--- src/rtl/core/exp_golomb_syntax_decoder_assert.svh ---
`ifndef EXP_GOLOMB_SYNTAX_DECODER_ASSERT_SVH
`define EXP_GOLOMB_SYNTAX_DECODER_ASSERT_SVH

// Same-cycle implication, sampled on the rising clock edge, off during reset.
`define EGSD_ASSERT_IMPL(label, lhs, rhs, msg) \
   label: assert property (@(posedge clock) disable iff (reset) (lhs) |-> (rhs)) \
      else $error(msg);

// Next-cycle implication, sampled on the rising clock edge, off during reset.
`define EGSD_ASSERT_NEXT(label, lhs, rhs, msg) \
   label: assert property (@(posedge clock) disable iff (reset) (lhs) |=> (rhs)) \
      else $error(msg);

`endif

--- src/rtl/core/egsd_pkg.sv ---
package egsd_pkg;

   localparam int MAX_LEADING_ZEROS = 32;
   localparam int CODE_W = 33;
   localparam int VALUE_W = 34;

   typedef enum logic [1:0] {
      OP_UE = 2'd0,
      OP_SE = 2'd1,
      OP_ME = 2'd2,
      OP_TE = 2'd3
   } op_type;

   typedef struct packed {
      logic       bit_req;
      logic [1:0] operation;
      logic       is_intra;
      logic [4:0] te_range;
   } req_payload_type;

   typedef struct packed {
      logic signed [VALUE_W-1:0] value;
      logic                      error;
   } rsp_payload_type;

   localparam logic [5:0] CBP48_INTRA [48] = '{
      6'd47, 6'd31, 6'd15, 6'd0,  6'd23, 6'd27, 6'd29, 6'd30,
      6'd7,  6'd11, 6'd13, 6'd14, 6'd39, 6'd43, 6'd45, 6'd46,
      6'd16, 6'd3,  6'd5,  6'd10, 6'd12, 6'd19, 6'd21, 6'd26,
      6'd28, 6'd35, 6'd37, 6'd42, 6'd44, 6'd1,  6'd2,  6'd4,
      6'd8,  6'd17, 6'd18, 6'd20, 6'd24, 6'd6,  6'd9,  6'd22,
      6'd25, 6'd32, 6'd33, 6'd34, 6'd36, 6'd40, 6'd38, 6'd41};

   localparam logic [5:0] CBP48_INTER [48] = '{
      6'd0,  6'd16, 6'd1,  6'd2,  6'd4,  6'd8,  6'd32, 6'd3,
      6'd5,  6'd10, 6'd12, 6'd15, 6'd47, 6'd7,  6'd11, 6'd13,
      6'd14, 6'd6,  6'd9,  6'd31, 6'd35, 6'd37, 6'd42, 6'd44,
      6'd33, 6'd34, 6'd36, 6'd40, 6'd39, 6'd43, 6'd45, 6'd46,
      6'd17, 6'd18, 6'd20, 6'd24, 6'd19, 6'd21, 6'd26, 6'd28,
      6'd23, 6'd27, 6'd29, 6'd30, 6'd22, 6'd25, 6'd38, 6'd41};

   localparam logic [3:0] CBP16_INTRA [16] = '{
      4'd15, 4'd0, 4'd7, 4'd11, 4'd13, 4'd14, 4'd3, 4'd5,
      4'd10, 4'd12, 4'd1, 4'd2, 4'd4, 4'd8, 4'd6, 4'd9};

   localparam logic [3:0] CBP16_INTER [16] = '{
      4'd0, 4'd1, 4'd2, 4'd4, 4'd8, 4'd3, 4'd5, 4'd10,
      4'd12, 4'd15, 4'd7, 4'd11, 4'd13, 4'd14, 4'd6, 4'd9};

   function automatic logic [5:0] cbp48_lookup(logic intra, logic [5:0] idx);
      logic [5:0] result;
      result = '0;
      if (idx < 6'd48) begin
         result = intra ? CBP48_INTRA[idx] : CBP48_INTER[idx];
      end
      return result;
   endfunction

   function automatic logic [5:0] cbp16_lookup(logic intra, logic [3:0] idx);
      logic [3:0] result;
      result = intra ? CBP16_INTRA[idx] : CBP16_INTER[idx];
      return {2'b00, result};
   endfunction

endpackage

--- src/rtl/core/exp_golomb_syntax_decoder.sv ---
// Exp-Golomb syntax element decoder (ue, se, me, te), one bitstream bit per
// transfer on the req_ channel. Each req_ transfer carries one bit plus the
// element kind, intra flag and te range, which are sampled on the first bit
// of an element only. A transfer that completes an element (or hits more
// than 32 leading zeros) produces one rsp_ transfer with the value and an
// error flag; other transfers produce nothing.
// Throughput: one bit per cycle while results are taken. The result of the bit
// that completes an element is valid on rsp_ in the cycle after its transfer.
// The decode state and the rsp_ output register are the only stages; all
// prefix counting, suffix shifting and table mapping sit between them.
// When rsp_ready is low with a result waiting, req_ready drops until the
// result is taken; a result taken in the same cycle lets a new bit in.
// csr_ writes set chroma_format_type and are always ready; write only while
// the decoder is idle between elements.
// Synchronous reset clears the decode state, empties the output register
// and returns chroma_format_type to 1.
module exp_golomb_syntax_decoder
   import egsd_pkg::*;
(
   input  logic            clock,
   input  logic            reset,
   input  logic            req_valid,
   output logic            req_ready,
   input  req_payload_type req_payload,
   output logic            rsp_valid,
   input  logic            rsp_ready,
   output rsp_payload_type rsp_payload,
   input  logic            csr_valid,
   output logic            csr_ready,
   input  logic [1:0]      csr_data
);

   logic [1:0]      chroma_ff, chroma_in;
   logic            in_suffix_ff, in_suffix_in;
   logic [5:0]      zero_count_ff, zero_count_in;
   logic [5:0]      suffix_left_ff, suffix_left_in;
   logic [31:0]     suffix_accum_ff, suffix_accum_in;
   op_type          held_kind_ff, held_kind_in;
   logic            held_intra_ff, held_intra_in;
   logic            rsp_valid_ff, rsp_valid_in;
   rsp_payload_type rsp_payload_ff, rsp_payload_in;

   logic              req_xfer;
   logic              start;
   op_type            kind;
   logic              intra;
   logic [31:0]       acc_shift;
   logic [31:0]       fin_acc;
   logic [CODE_W-1:0] code_plus1;
   logic [CODE_W-1:0] code;
   logic [31:0]       mag;
   logic [VALUE_W-1:0] mag_ext;
   logic [5:0]        zc_inc;
   logic              table48;
   logic              emit;
   rsp_payload_type   result;
   rsp_payload_type   finish_result;

   assign req_ready = !rsp_valid_ff || rsp_ready;
   assign req_xfer  = req_valid && req_ready;
   assign csr_ready = 1'b1;
   assign rsp_valid = rsp_valid_ff;
   assign rsp_payload = rsp_payload_ff;

   assign start     = !in_suffix_ff && (zero_count_ff == 6'd0);
   assign kind      = start ? op_type'(req_payload.operation) : held_kind_ff;
   assign intra     = start ? req_payload.is_intra : held_intra_ff;
   assign acc_shift = {suffix_accum_ff[30:0], req_payload.bit_req};
   assign fin_acc   = in_suffix_ff ? acc_shift : 32'd0;
   assign code_plus1 = (CODE_W'(1) << zero_count_ff) | {1'b0, fin_acc};
   assign code      = code_plus1 - CODE_W'(1);
   assign mag       = code_plus1[CODE_W-1:1];
   assign mag_ext   = {2'b00, mag};
   assign zc_inc    = zero_count_ff + 6'd1;
   assign table48   = (chroma_ff == 2'd1) || (chroma_ff == 2'd2);

   always_comb begin
      finish_result = '0;
      case (kind)
         OP_SE: begin
            finish_result.value = code_plus1[0] ? -mag_ext : mag_ext;
         end
         OP_ME: begin
            if (table48) begin
               if (code > CODE_W'(47)) begin
                  finish_result.error = 1'b1;
               end else begin
                  finish_result.value = VALUE_W'(cbp48_lookup(intra, code[5:0]));
               end
            end else begin
               if (code > CODE_W'(15)) begin
                  finish_result.error = 1'b1;
               end else begin
                  finish_result.value = VALUE_W'(cbp16_lookup(intra, code[3:0]));
               end
            end
         end
         default: begin
            finish_result.value = {1'b0, code};
         end
      endcase
   end

   always_comb begin
      in_suffix_in    = in_suffix_ff;
      zero_count_in   = zero_count_ff;
      suffix_left_in  = suffix_left_ff;
      suffix_accum_in = suffix_accum_ff;
      held_kind_in    = held_kind_ff;
      held_intra_in   = held_intra_ff;
      emit            = 1'b0;
      result          = '0;
      if (req_xfer) begin
         if (start) begin
            held_kind_in  = kind;
            held_intra_in = intra;
         end
         if (start && kind == OP_TE && req_payload.te_range == 5'd0) begin
            emit = 1'b1;
         end else if (start && kind == OP_TE && req_payload.te_range == 5'd1) begin
            emit = 1'b1;
            result.value = VALUE_W'(!req_payload.bit_req);
         end else if (!in_suffix_ff) begin
            if (!req_payload.bit_req) begin
               zero_count_in = zc_inc;
               if (zc_inc > 6'(MAX_LEADING_ZEROS)) begin
                  emit = 1'b1;
                  result.error = 1'b1;
               end
            end else if (zero_count_ff == 6'd0) begin
               emit   = 1'b1;
               result = finish_result;
            end else begin
               in_suffix_in    = 1'b1;
               suffix_left_in  = zero_count_ff;
               suffix_accum_in = '0;
            end
         end else begin
            suffix_accum_in = acc_shift;
            suffix_left_in  = suffix_left_ff - 6'd1;
            if (suffix_left_ff <= 6'd1) begin
               emit   = 1'b1;
               result = finish_result;
            end
         end
         if (emit) begin
            in_suffix_in    = 1'b0;
            zero_count_in   = '0;
            suffix_left_in  = '0;
            suffix_accum_in = '0;
         end
      end
   end

   always_comb begin
      rsp_valid_in   = rsp_valid_ff;
      rsp_payload_in = rsp_payload_ff;
      if (req_xfer && emit) begin
         rsp_valid_in   = 1'b1;
         rsp_payload_in = result;
      end else if (rsp_ready) begin
         rsp_valid_in = 1'b0;
      end
   end

   assign chroma_in = (csr_valid && csr_ready) ? csr_data : chroma_ff;

   always_ff @(posedge clock) begin
      if (reset) begin
         chroma_ff       <= 2'd1;
         in_suffix_ff    <= 1'b0;
         zero_count_ff   <= '0;
         suffix_left_ff  <= '0;
         suffix_accum_ff <= '0;
         held_kind_ff    <= OP_UE;
         held_intra_ff   <= 1'b0;
         rsp_valid_ff    <= 1'b0;
      end else begin
         chroma_ff       <= chroma_in;
         in_suffix_ff    <= in_suffix_in;
         zero_count_ff   <= zero_count_in;
         suffix_left_ff  <= suffix_left_in;
         suffix_accum_ff <= suffix_accum_in;
         held_kind_ff    <= held_kind_in;
         held_intra_ff   <= held_intra_in;
         rsp_valid_ff    <= rsp_valid_in;
      end
   end

   always_ff @(posedge clock) begin
      rsp_payload_ff <= rsp_payload_in;
   end

`include "exp_golomb_syntax_decoder_assert.svh"

   `EGSD_ASSERT_IMPL(a_err_value_zero, rsp_valid_ff && rsp_payload_ff.error,
      rsp_payload_ff.value == '0, "error result carries a nonzero value")
   `EGSD_ASSERT_IMPL(a_suffix_bounds, in_suffix_ff,
      (suffix_left_ff != 6'd0) && (suffix_left_ff <= zero_count_ff),
      "suffix count out of range")
   `EGSD_ASSERT_IMPL(a_prefix_bound, !in_suffix_ff,
      zero_count_ff <= 6'(MAX_LEADING_ZEROS), "leading zero count overran limit")
   `EGSD_ASSERT_NEXT(a_emit_valid, req_xfer && emit, rsp_valid_ff,
      "completed element produced no result")

endmodule

--- config.mk ---
export PLATFORM = sky130hd
export DESIGN_NAME = exp_golomb_syntax_decoder
export DESIGN_NICKNAME = d
export VERILOG_FILES = /design/src/rtl/core/egsd_pkg.sv /design/src/rtl/core/exp_golomb_syntax_decoder.sv
export VERILOG_INCLUDE_DIRS = /design/src /design/src/rtl/core
export SDC_FILE = /design/constraint.sdc
export NUM_CORES = 1
export LEC_CHECK = 0
export BUFFER_PORTS_ARGS = -buffer_cell sky130_fd_sc_hd__buf_2
export CAP_MARGIN = 30
export CORE_MARGIN = 2
export CORE_UTILIZATION = 25
export DETAILED_ROUTE_END_ITERATION = 6
export MAX_ROUTING_LAYER = met4
export PLACE_DENSITY = 0.49
export RECOVER_POWER = 100
export REMOVE_ABC_BUFFERS = 1
export SYNTH_ARGS = -nofsm -noshare
export SYNTH_HDL_FRONTEND = slang
export SYNTH_SLANG_ARGS = --single-unit
--- constraint.sdc ---
create_clock -name clock -period 14.9 [get_ports clock]
set_input_delay 2.98 -clock clock [delete_from_list [all_inputs] [get_ports clock]]
set_output_delay 2.98 -clock clock [all_outputs]
set_load 0.02 [all_outputs]
==> impl_metrics.tcl <==
set metrics [dict create \
    overflow 0 \
    async_flop_share_pct 0 \
    cts_hold_buffers 0 \
    status "finished with violations" \
    cts_tree "built" \
    die-area_mm2 0.03031 \
    met2_length_um 10460 \
    synth_most_common_cell "nor2_1" \
    drc 0 \
    cts-root-buf "clkbuf_16" \
    setup_slack_ps 7623 \
    fillers 3148 \
    max_freq_mhz 137.4 \
    place_inst 1313 \
    detail_route.wl_per_cell_um 18.25 \
    powerDensity_mw_per_mm2 79.55 \
    ys_warn_count 0 \
    drt_wl_total_um 24250 \
    cts_resized 0 \
    synth_top_area_cell "edfxtp_1" \
    worstPathCellList "clkbuf_1, a21o_1, clkbuf_1, clkinv_1, ha_1, o2111ai_1, or3_1, nor4_1, xnor2_1, a2111oi_0, nand4b_1, nor2_1, o2111ai_2, a221oi_2" \
    top_layer_used "met4" \
    hold_viol 0 \
    insertion_delay_ps 360 \
    maxCapViolCount 3 \
    dr.pass1.iters 7 \
    layoutNonFillerInstCount 1329 \
    period_share_pct 48.84 \
    dieWidth_um 174.1 \
    cpPeakStageDelay_ps 950 \
    cts-htree-levels 3 \
    cp_max_fo 27 \
    dr_total_vias 7266 \
    relSlewSlack_pct -54.95 \
    rows 62 \
    cts_buffers 9 \
    die_y_um 174.1 \
    fin_skew_ps 10.76 \
    min-delay-path-class "reg2reg" \
    cp_common_cell "clkbuf_1" \
    synth_cell_type_count 78 \
    synth_top_area_share_pct 14.53 \
    fin_crit_ps 7277 \
    cts.path.max_buffers 2 \
    ios 54 \
    violations "max-capacitance violations, max-slew violations" \
    p_total_mw 0.6432 \
    hpwl_um 17400 \
    worstPathRequired_ps 15080 \
    dp_slack_ps 8057 \
    area_growth_pct 11.76 \
    peakVddDrop_mv 0.05185 \
    crit_arrival_ps 7460 \
    tns_ps 0 \
    detail-route-antenna-nets 0 \
    ys.flop_type "dfxtp_1" \
    place_congestion 0.9262 \
    setup_viol 0 \
    portBuffers 52 \
    synth.avg_cell_area_um2 7.746 \
    drt_iter0_markers 662 \
    grt_pass1_wl_um 38100 \
    synth_common_cells "nor2_1 (123), nand2_1 (71), a22oi_1 (69), clkbuf_1 (66), a21oi_1 (65)" \
    synth_area_leaders "edfxtp_1 (15%), dfxtp_1 (14%), a22oi_1 (7.2%), nor2_1 (6.4%), a21oi_1 (4.5%)" \
    synth-edff-count 35 \
    drv_slew 129 \
    initial_core_util_pct 25.27 \
    clk_pin_slew_worst_paths_ps 70 \
    grt_pass1_vias 6571 \
    crit_slowest_cell "clkbuf_1" \
    rsz0062_at_grt "no" \
    syn_area_mm2 0.007234 \
    vias_per_cell 5.467 \
    wl_met1_um 11780 \
    power_leakage_nw 2.739 \
    critical_path_class "in2reg" \
    nets 982 \
    syn_inst 934 \
    grt_usage_pct 16.10 \
    end_kind "flip-flop" \
    ys_seq_elements 85 \
    grt_max_degree 78 \
    cts_sinks 85 \
    wl_met3_um 1506 \
    placedInstanceArea_mm2 0.007891 \
    drive_gt1_share_pct 6.455 \
    antenna_found_initial 0 \
    cts_setup_buffers 0 \
    start_kind "input port" \
    core-area_mm2 0.02863 \
    synth_seq_area_share_pct 28.36 \
    antenna_cells 0 \
    worst_pin_slew_ps 2324 \
    design_area_mm2 0.008085 \
]
final timing paths:
| check | end | slack [ps] | cells past startpoint | from |
|---|---|---|---|---|
| max | rsp_payload[6] | 7620 | 14 | req_payload[8] |
| min | held_kind_ff[1] | 450 | 2 | held_kind_ff[1] |
| max reg2reg | rsp_payload[6] | 8590 | 17 | zero_count_ff[0] |
| min reg2reg | held_kind_ff[1] | 450 | 2 | held_kind_ff[1] |
state kept, by name, indices dropped and copies added, names as in the netlist:
register,count
chroma_ff,2
held_intra_ff,1
held_kind_ff,2
in_suffix_ff,1
rsp_payload,35
rsp_valid,1
suffix_accum_ff,31
suffix_left_ff,6
zero_count_ff,6
area by class of cell:
class                           count  area [um2]  share of cell area, %
Clock buffer                       11       264.0                  3.265
Clock inverter                      5       40.04                 0.4952
Inverter                           21       78.83                 0.9749
Multi-Input combinational cell    749        4797                  59.33
Sequential cell                    85        2053                  25.39
Tap cell                          384       480.5                  5.942
Timing Repair Buffer               74       371.6                  4.596
logic make-up (layout without fill, tap and decap cells):
family | count (synthesis) | count (layout) | share of synthesized area (%)
and+or+nand+nor | 332 | 332 | 22.33
AOI/OAI and AO/OA | 320 | 320 | 30.73
other | 1 | 1 | 0.05184
buffers and inverters | 100 | 111 | 5.327
muxes | 10 | 10 | 1.401
adders and majority gates | 28 | 28 | 4.773
xor gates and xnor gates | 58 | 58 | 7.022
DFF | 85 | 85 | 28.36
per-stage QoR:
step	hold WS, ps	utilization (%)
after global placement	444.1	27.31
after floorplan	429.6	-
final	453.0	28.25
after detailed placement	447.5	27.57
after global routing	477.4	28.25
after CTS	457.8	28.63
critical path, delay by kind of cell:
family,cells,cell delay [ps]
xor+xnor,1,150
buf+inv,3,1460
fa+ha+maj,1,390
simple gates,4,1200
compound gates,5,1270
cells in the final DEF (no fill, tap or decap), drive strengths merged, types with 7 or more instances in the layout:
cell type  synthesis  routed
nor2             124     124
nand2             71      71
a22oi             69      69
a21oi             65      65
clkbuf            66      57
o21ai             52      52
dfxtp             50      50
xnor2             37      37
edfxtp            35      35
buf               13      28
nand3             26      26
ha                26      26
nor3              24      24
inv               20      22
xor2              21      21
a31oi             13      13
or3               13      13
o211ai            11      11
a32oi             11      11
nor4              11      11
mux2i              9       9
o21a               9       9
nand4              8       8
nor2b              8       8
a211oi             8       8
a2111oi            8       8
o31a               7       7
and2               7       7
o31ai              7       7
report_power, final:
| group | total (mW) | switching [mW] | internal [mW] |
|---|---|---|---|
| Combinational | 0.157 | 0.109 | 0.0480 |
| Clock | 0.234 | 0.105 | 0.129 |
| Sequential | 0.252 | 0.00240 | 0.249 |
| Total | 0.643 | 0.217 | 0.426 |
layer usage:
layer / vias to the layer above / global-route usage, %
met2: 285 / 22.83
met4: 0 / 5.112
met3: 38 / 2.625
met5: - / -
met1: 3428 / 23.13
li1: 3515 / -
Power figures use the tool's default switching activity.
